--- config.mk ---
export PLATFORM = sky130hd
export DESIGN_NAME = rgbc_queue
export DESIGN_NICKNAME = d
export VERILOG_FILES = /design/src/design/rgbc_pkg.sv /design/src/design/rgbc_queue.sv
export SDC_FILE = /design/constraint.sdc
export NUM_CORES = 1
export LEC_CHECK = 0
export BUFFER_PORTS_ARGS = -buffer_cell sky130_fd_sc_hd__clkbuf_2
export CAP_MARGIN = 20
export CORE_ASPECT_RATIO = 1.5
export CORE_UTILIZATION = 50
export CTS_CLUSTER_SIZE = 28
export DETAILED_ROUTE_END_ITERATION = 16
export GPL_ROUTABILITY_DRIVEN = 0
export GPL_TIMING_DRIVEN = 0
export PLACE_DENSITY_LB_ADDON = 0.1
export SYNTH_ARGS = -nofsm -noshare
export SYNTH_HDL_FRONTEND = slang
export SYNTH_SLANG_ARGS = --single-unit
--- constraint.sdc ---
create_clock -name clock -period 3.8 [get_ports clock]
set_input_delay 0.76 -clock clock [delete_from_list [all_inputs] [get_ports clock]]
set_output_delay 0.76 -clock clock [all_outputs]
set_load 0.1 [all_outputs]
--- src/design/rgbc_pkg.sv ---
// Shared types and constants for the RGB 3x3 convolution block.
// No dependencies; every other design file imports this package.
package rgbc_pkg;

   localparam int MAX_WIDTH   = 2048;
   localparam int MAX_HEIGHT  = 4096;
   localparam int COEF_BITS   = 16;
   localparam int COL_BITS    = $clog2(MAX_WIDTH);
   localparam int ROW_BITS    = $clog2(MAX_HEIGHT);
   localparam int WCFG_BITS   = 12;
   localparam int HCFG_BITS   = 13;
   localparam int KROW_BITS   = 3 * COEF_BITS;
   localparam int QUEUE_DEPTH = 8;
   localparam int QPTR_BITS   = $clog2(QUEUE_DEPTH);
   localparam int PROD_BITS   = COEF_BITS + 9;
   localparam int RSUM_BITS   = PROD_BITS + 2;
   localparam int TSUM_BITS   = RSUM_BITS + 2;

   localparam logic [2:0] REG_IMAGE_WIDTH  = 3'd0;
   localparam logic [2:0] REG_IMAGE_HEIGHT = 3'd1;
   localparam logic [2:0] REG_KERNEL_TOP   = 3'd2;
   localparam logic [2:0] REG_KERNEL_MID   = 3'd3;
   localparam logic [2:0] REG_KERNEL_BOT   = 3'd4;
   localparam logic [2:0] REG_GRAY         = 3'd5;
   localparam logic [2:0] REG_OFFSET       = 3'd6;

   // Window word handed from front to back
   typedef struct packed {
      logic [8:0][23:0] win;
      logic             last;
   } win_item_type;

   // Result word held in the output queue
   typedef struct packed {
      logic [7:0] red;
      logic [7:0] green;
      logic [7:0] blue;
      logic       last;
   } rsp_item_type;

   // Occupancy of the pipeline stages, used for admission control
   typedef struct packed {
      logic stage_a;
      logic stage_b;
   } busy_type;

endpackage

--- src/design/rgbc_queue.sv ---
// Result queue between the filter pipeline and the output channel.
// Depends on rgbc_pkg.
module rgbc_queue import rgbc_pkg::*; (
   input  logic               clock,
   input  logic               reset,
   input  logic               push,
   input  rsp_item_type       push_item,
   input  logic               pop,
   output logic               not_empty,
   output rsp_item_type       head,
   output logic [QPTR_BITS:0] count
);

   rsp_item_type         slot_ff [QUEUE_DEPTH];
   logic [QPTR_BITS-1:0] wr_ff, rd_ff;
   logic [QPTR_BITS:0]   count_ff;

   // Store pushed words, advance pointers
   always_ff @(posedge clock) begin
      if (reset) begin
         wr_ff    <= '0;
         rd_ff    <= '0;
         count_ff <= '0;
      end else begin
         if (push) wr_ff <= wr_ff + 1'b1;
         if (pop) rd_ff <= rd_ff + 1'b1;
         count_ff <= count_ff + (QPTR_BITS+1)'(push) - (QPTR_BITS+1)'(pop);
      end
   end

   always_ff @(posedge clock) begin
      if (push) slot_ff[wr_ff] <= push_item;
   end

   assign not_empty = count_ff != '0;
   assign head      = slot_ff[rd_ff];
   assign count     = count_ff;

endmodule

==> Word-level counts from Yosys, hierarchy flattened <==
Memory sizes are Yosys's and may differ from the RTL's. A register that Yosys moved wholly into a read port is not among the register bits.
Cells that the tools add are included.
{ "word_totals": {"ff_bits": 10, "ram_bits": 200, "inputBits": 29, "output_inout_bits": 30, "wordCells": 13, "n_memories": 1} }
{ "mem_list": {"columns": ["memory", "depth", "word_bits", "read_ports", "rd_ports_with_merged_regs", "wr", "line", "source"], "rows": [
  ["slot_ff", 8, 25, 1, 1, 1, "rgbc_queue.sv:14", "rsp_item_type slot_ff [QUEUE_DEPTH];"]
]} }
{ "classes": {"add_sub_neg": 4, "muxes": 4, "reduce_logical": 1} }
{ "op_table": {"columns": ["operator", "n"], "rows": [
  ["$add 3x1->3 const B", 2],
  ["$mux 3", 2],
  ["$add 4x1->4", 1],
  ["$reduce_bool 4->1", 1],
  ["$sub 4x1->4", 1],
  ["$mux 1", 2]
]} }

==> Depth between registers and ports, before layout <==
{ "logic_depth": {"depth_word": 3, "ltp_mapped": 8, "ltp_nobuf": 8} }

==> Least setup slack after synthesis <==
OpenSTA, ideal clock, no wires.
{ "synth_timing": {"path_kind": "input to register", "startpoint": "input push", "endpoint": "memory slot_ff[0][0] (netlist name) (enable)", "setup_time_ns": 0.438, "arrival_time_ns": 2.591, "required_ns": 3.362, "path_slack_ns": 0.771, "path_stages": 2, "n_path_buf": 0, "cell_sequence": "nand2b_1 > nor3_1"} }
{ "synth_between": {"elab_chain_cells": 2} }
{ "synth_lines": {"columns": ["element", "line", "source"], "rows": [
  ["start: declaration", "rgbc_queue.sv:6", "input logic push,"],
  ["$mux 1", "rgbc_queue.sv:32", "if (push) slot_ff[wr_ff] <= push_item;"],
  ["$mux 1 (not written as such)", "rgbc_queue.sv:32", null],
  ["end: declaration", "rgbc_queue.sv:14", null]
]} }
No other way between the ends.

==> results.sh <==
export IMPL_maxCapViolCount=0
export IMPL_start_util_pct=51.33
export IMPL_hpwl_microns=8978
export IMPL_yosys_area_share_simple_pct=1.521
export IMPL_dpl_instance_area_sq_um=9060
export IMPL_internal_power_mw=3.800
export IMPL_grt_max_degree=26
export IMPL_path_depth=5
export IMPL_final_fill_count=1171
export IMPL_clockRootBuffer="clkbuf_16"
export IMPL_final_util_pct=59.20
export IMPL_clk_latency_ns=0.48
export IMPL_antenna_left=0
export IMPL_reg2reg_slack_ns=1.97
export IMPL_crit_fanout=10
export IMPL_crit_type="reg -> out"
export IMPL_yosysSeqAreaShare_pct=75.41
export IMPL_status="finished clean"
export IMPL_antenna_found_initial=0
export IMPL_r2r_start="wr_ff[2]"
export IMPL_wl_per_cell_microns=22.07
export IMPL_diodes=0
export IMPL_drc=0
export IMPL_relSlewSlack_pct=34.18
export IMPL_cp_num_buf_inv=3
export IMPL_synth_top_family_by_area="multiplexers"
export IMPL_ys_ff_latch=213
export IMPL_die_area_sq_um=17150
export IMPL_cp_top_family="buffers and inverters"
export IMPL_syn_mean_instance_area_sq_um=23.21
export IMPL_cts_resized=0
export IMPL_clock_path_buffers=3
export IMPL_clkPwrFrac_pct=31.6
export IMPL_drive_gt1_share_pct=27.73
export IMPL_post_cts_buffers=0
export IMPL_synthAdderAreaFrac_pct=1.295
export IMPL_p_switching_mw=1.475
export IMPL_die_x_microns=107.3
export IMPL_dr_pass1_iters=4
export IMPL_wl_microns=14650
export IMPL_p_per_area_nw_per_um2=550.3
export IMPL_required_ns=3.04
export IMPL_synth_compound_area_share_pct=0.2259
export IMPL_worstPathCellList="buf_1, buf_1, mux4_1, mux2_2, clkbuf_2"
export IMPL_postSynthCellCount=358
export IMPL_p_comb_share_pct=17.9
export IMPL_peakVddDrop_v=0.0005894
export IMPL_worst_slack_ns=0.4112
export IMPL_area_growth_pct=15.34
export IMPL_cp_slowest_cell="buf_1"
export IMPL_fin_crit_sh_pct=89.18
export IMPL_swShare_pct=27.96
export IMPL_place_ws_ns=0.8366
export IMPL_routed_via_count=3705
export IMPL_final_cells=664
export IMPL_skew_ns=0.01423
export IMPL_clkSlewWorstSetupHoldPaths_ns=0.06
export IMPL_finalHoldViolations=0
export IMPL_grt_first_pass_wirelength_microns=22470
export IMPL_synthXorXnorAreaFrac_pct=0.5270
export IMPL_io_buffer_count=58
export IMPL_overflow=0
export IMPL_cts_max_level=1
export IMPL_finalPower_mw=5.274
export IMPL_synth_nets=395
export IMPL_reg2reg_depth=2
export IMPL_synth_top_cell_by_area="edfxtp_1"
export IMPL_p_leak_nw=3.221
export IMPL_worstPathArrival_ns=2.63
export IMPL_tightest_slew_ns=0.9850
export IMPL_whs_ns=0.5484
export IMPL_vias_per_cell=5.580
export IMPL_crit_top_cell="buf_1"
export IMPL_min_period_ns=3.389
export IMPL_tns_ns=0
export IMPL_synth_cell_types=21
export IMPL_synth_area_mux_share_pct=19.44
export IMPL_ctsHoldBuffers=0
export IMPL_ys_warn_count=0
export IMPL_clock_sinks=213
export IMPL_grt_pass1_vias=3945
export IMPL_crit_end="head[19]"
export IMPL_final_nets=484
export IMPL_boundaryPins=59
export IMPL_fmax_ghz=0.2951
export IMPL_critical_path_reg2reg_endpoint="slot_ff[2][21]"
export IMPL_drt_iter0_drc=152
export IMPL_cp_end_kind="primary output"
export IMPL_dp_cells=632
export IMPL_start_kind="register"
export IMPL_die_y_microns=159.9
export IMPL_synth_area_sq_um=8309
export IMPL_setup_viol=0
export IMPL_finalMaxSlewViolations=0
export IMPL_grtUsageTotal_pct=18.07
export IMPL_finalInstanceArea_sq_um=9584
export IMPL_rsz0062_at_grt="no"
export IMPL_rows=57
export IMPL_synth_area_top_cells="edfxtp_1 (72%), mux4_1 (16%), mux2_2 (3.4%), dfxtp_1 (3.1%), ha_1 (1.1%)"
export IMPL_cts_buffers=19
export IMPL_cts_tree="yes"
export IMPL_seq_power_share_pct=50.6
export IMPL_critPathMaxStageDelay_ns=0.58
export IMPL_hold_path_class="reg -> reg"
export IMPL_core_area_sq_um=16190
export IMPL_synth_top_cell_area_share_pct=72.28
## cells in the final DEF (no fill, tap or decap), types with 3 or more instances in the layout
master     instances
buf_1              7
clkbuf_1          10
mux4_1            50
xor2_1             3
nand2_1            4
nor2_1            10
edfxtp_1         200
clkinv_1           6
nand2b_1           4
ha_1               7
clkbuf_16         19
nor2_4             6
mux2_2            25
buf_12             4
dfxtp_1           13
inv_1              7
clkbuf_2          58
buf_6             12
## synthesized netlist by cell type
| master | n |
|---|---|
| mux2_2 | 25 |
| buf_6 | 6 |
| nand2b_1 | 4 |
| xnor2_1 | 2 |
| nor3_1 | 2 |
| ha_1 | 7 |
| edfxtp_1 | 200 |
| clkbuf_1 | 3 |
| mux4_1 | 50 |
| inv_1 | 7 |
| fa_1 | 1 |
| mux2i_1 | 2 |
| buf_1 | 7 |
| a31o_2 | 1 |
| nand2_1 | 4 |
| dfxtp_1 | 13 |
| nor2_1 | 16 |
| nand3_1 | 2 |
| a21oi_1 | 2 |
| nor2b_1 | 1 |
| xor2_1 | 3 |
## power by group through the flow
| stage | logic [mW] | registers [mW] | clock network (mW) |
|---|---|---|---|
| finish | 0.943 | 2.67 | 1.66 |
| global placement | 0.922 | 2.72 | 0 |
| floorplan | 0.658 | 2.82 | 0 |
| detailed placement | 0.955 | 2.72 | 0 |
| CTS | 0.957 | 2.67 | 1.71 |
| global route | 0.989 | 2.67 | 1.80 |
## kinds of logic (layout without fill, tap and decap cells)
group | Yosys count | after routing
AOI/OAI and AO/OA | 3 | 3
xor gates and xnor gates | 5 | 5
adders and majority gates | 8 | 8
buffers and inverters | 23 | 123
DFF | 213 | 213
muxes | 77 | 77
and+or+nand+nor | 29 | 29
## worst min-delay path by stage
stage                        startpoint        endpoint  slack [ns]  cells after the start
final                          wr_ff[2]        wr_ff[2]        0.55                      2
after global routing      push_item[22]  slot_ff[0][22]        0.56                      1
after CTS                 push_item[21]  slot_ff[3][21]        0.54                      1
after detailed placement       wr_ff[2]        wr_ff[2]        0.54                      2
after global placement         wr_ff[2]        wr_ff[2]        0.51                      2
after floorplan                rd_ff[2]        register        0.48                      2
## final cells by class
type                    instances  area (sq um)  share of cell area [%]
inverters                       7         26.28                  0.2742
clock buffers                  26         501.7                   5.235
well taps                     206         257.7                   2.689
repair buffers                 68         437.9                   4.569
multi-input cells             122          1967                   20.52
plain buffers                  16         105.1                   1.097
clock inverters                 6         22.52                  0.2350
flip-flops and latches        213          6266                   65.38
## per-layer routing
metal | vias up | share of wire (%) | GRT usage (%)
li1 | 1706 | - | -
met1 | 1907 | 41 | 22.78
met2 | 76 | 54 | 32.38
met3 | 16 | 3.6 | 2.490
met4 | 0 | 1.5 | 5.168
met5 | - | 0 | 0
## registers in the layout (all words and copies together) (netlist names), named ones only
name,count
count,4
rd_ff,3
slot_ff,200
wr_ff,3
## worst register-to-register path, stage by stage, from the launching register on
cell and delay, ns:
dfxtp_1 0.32, nand2b_1 0.29, nor2_4 0.83
No activity file was read; power rests on OpenSTA's default activity.
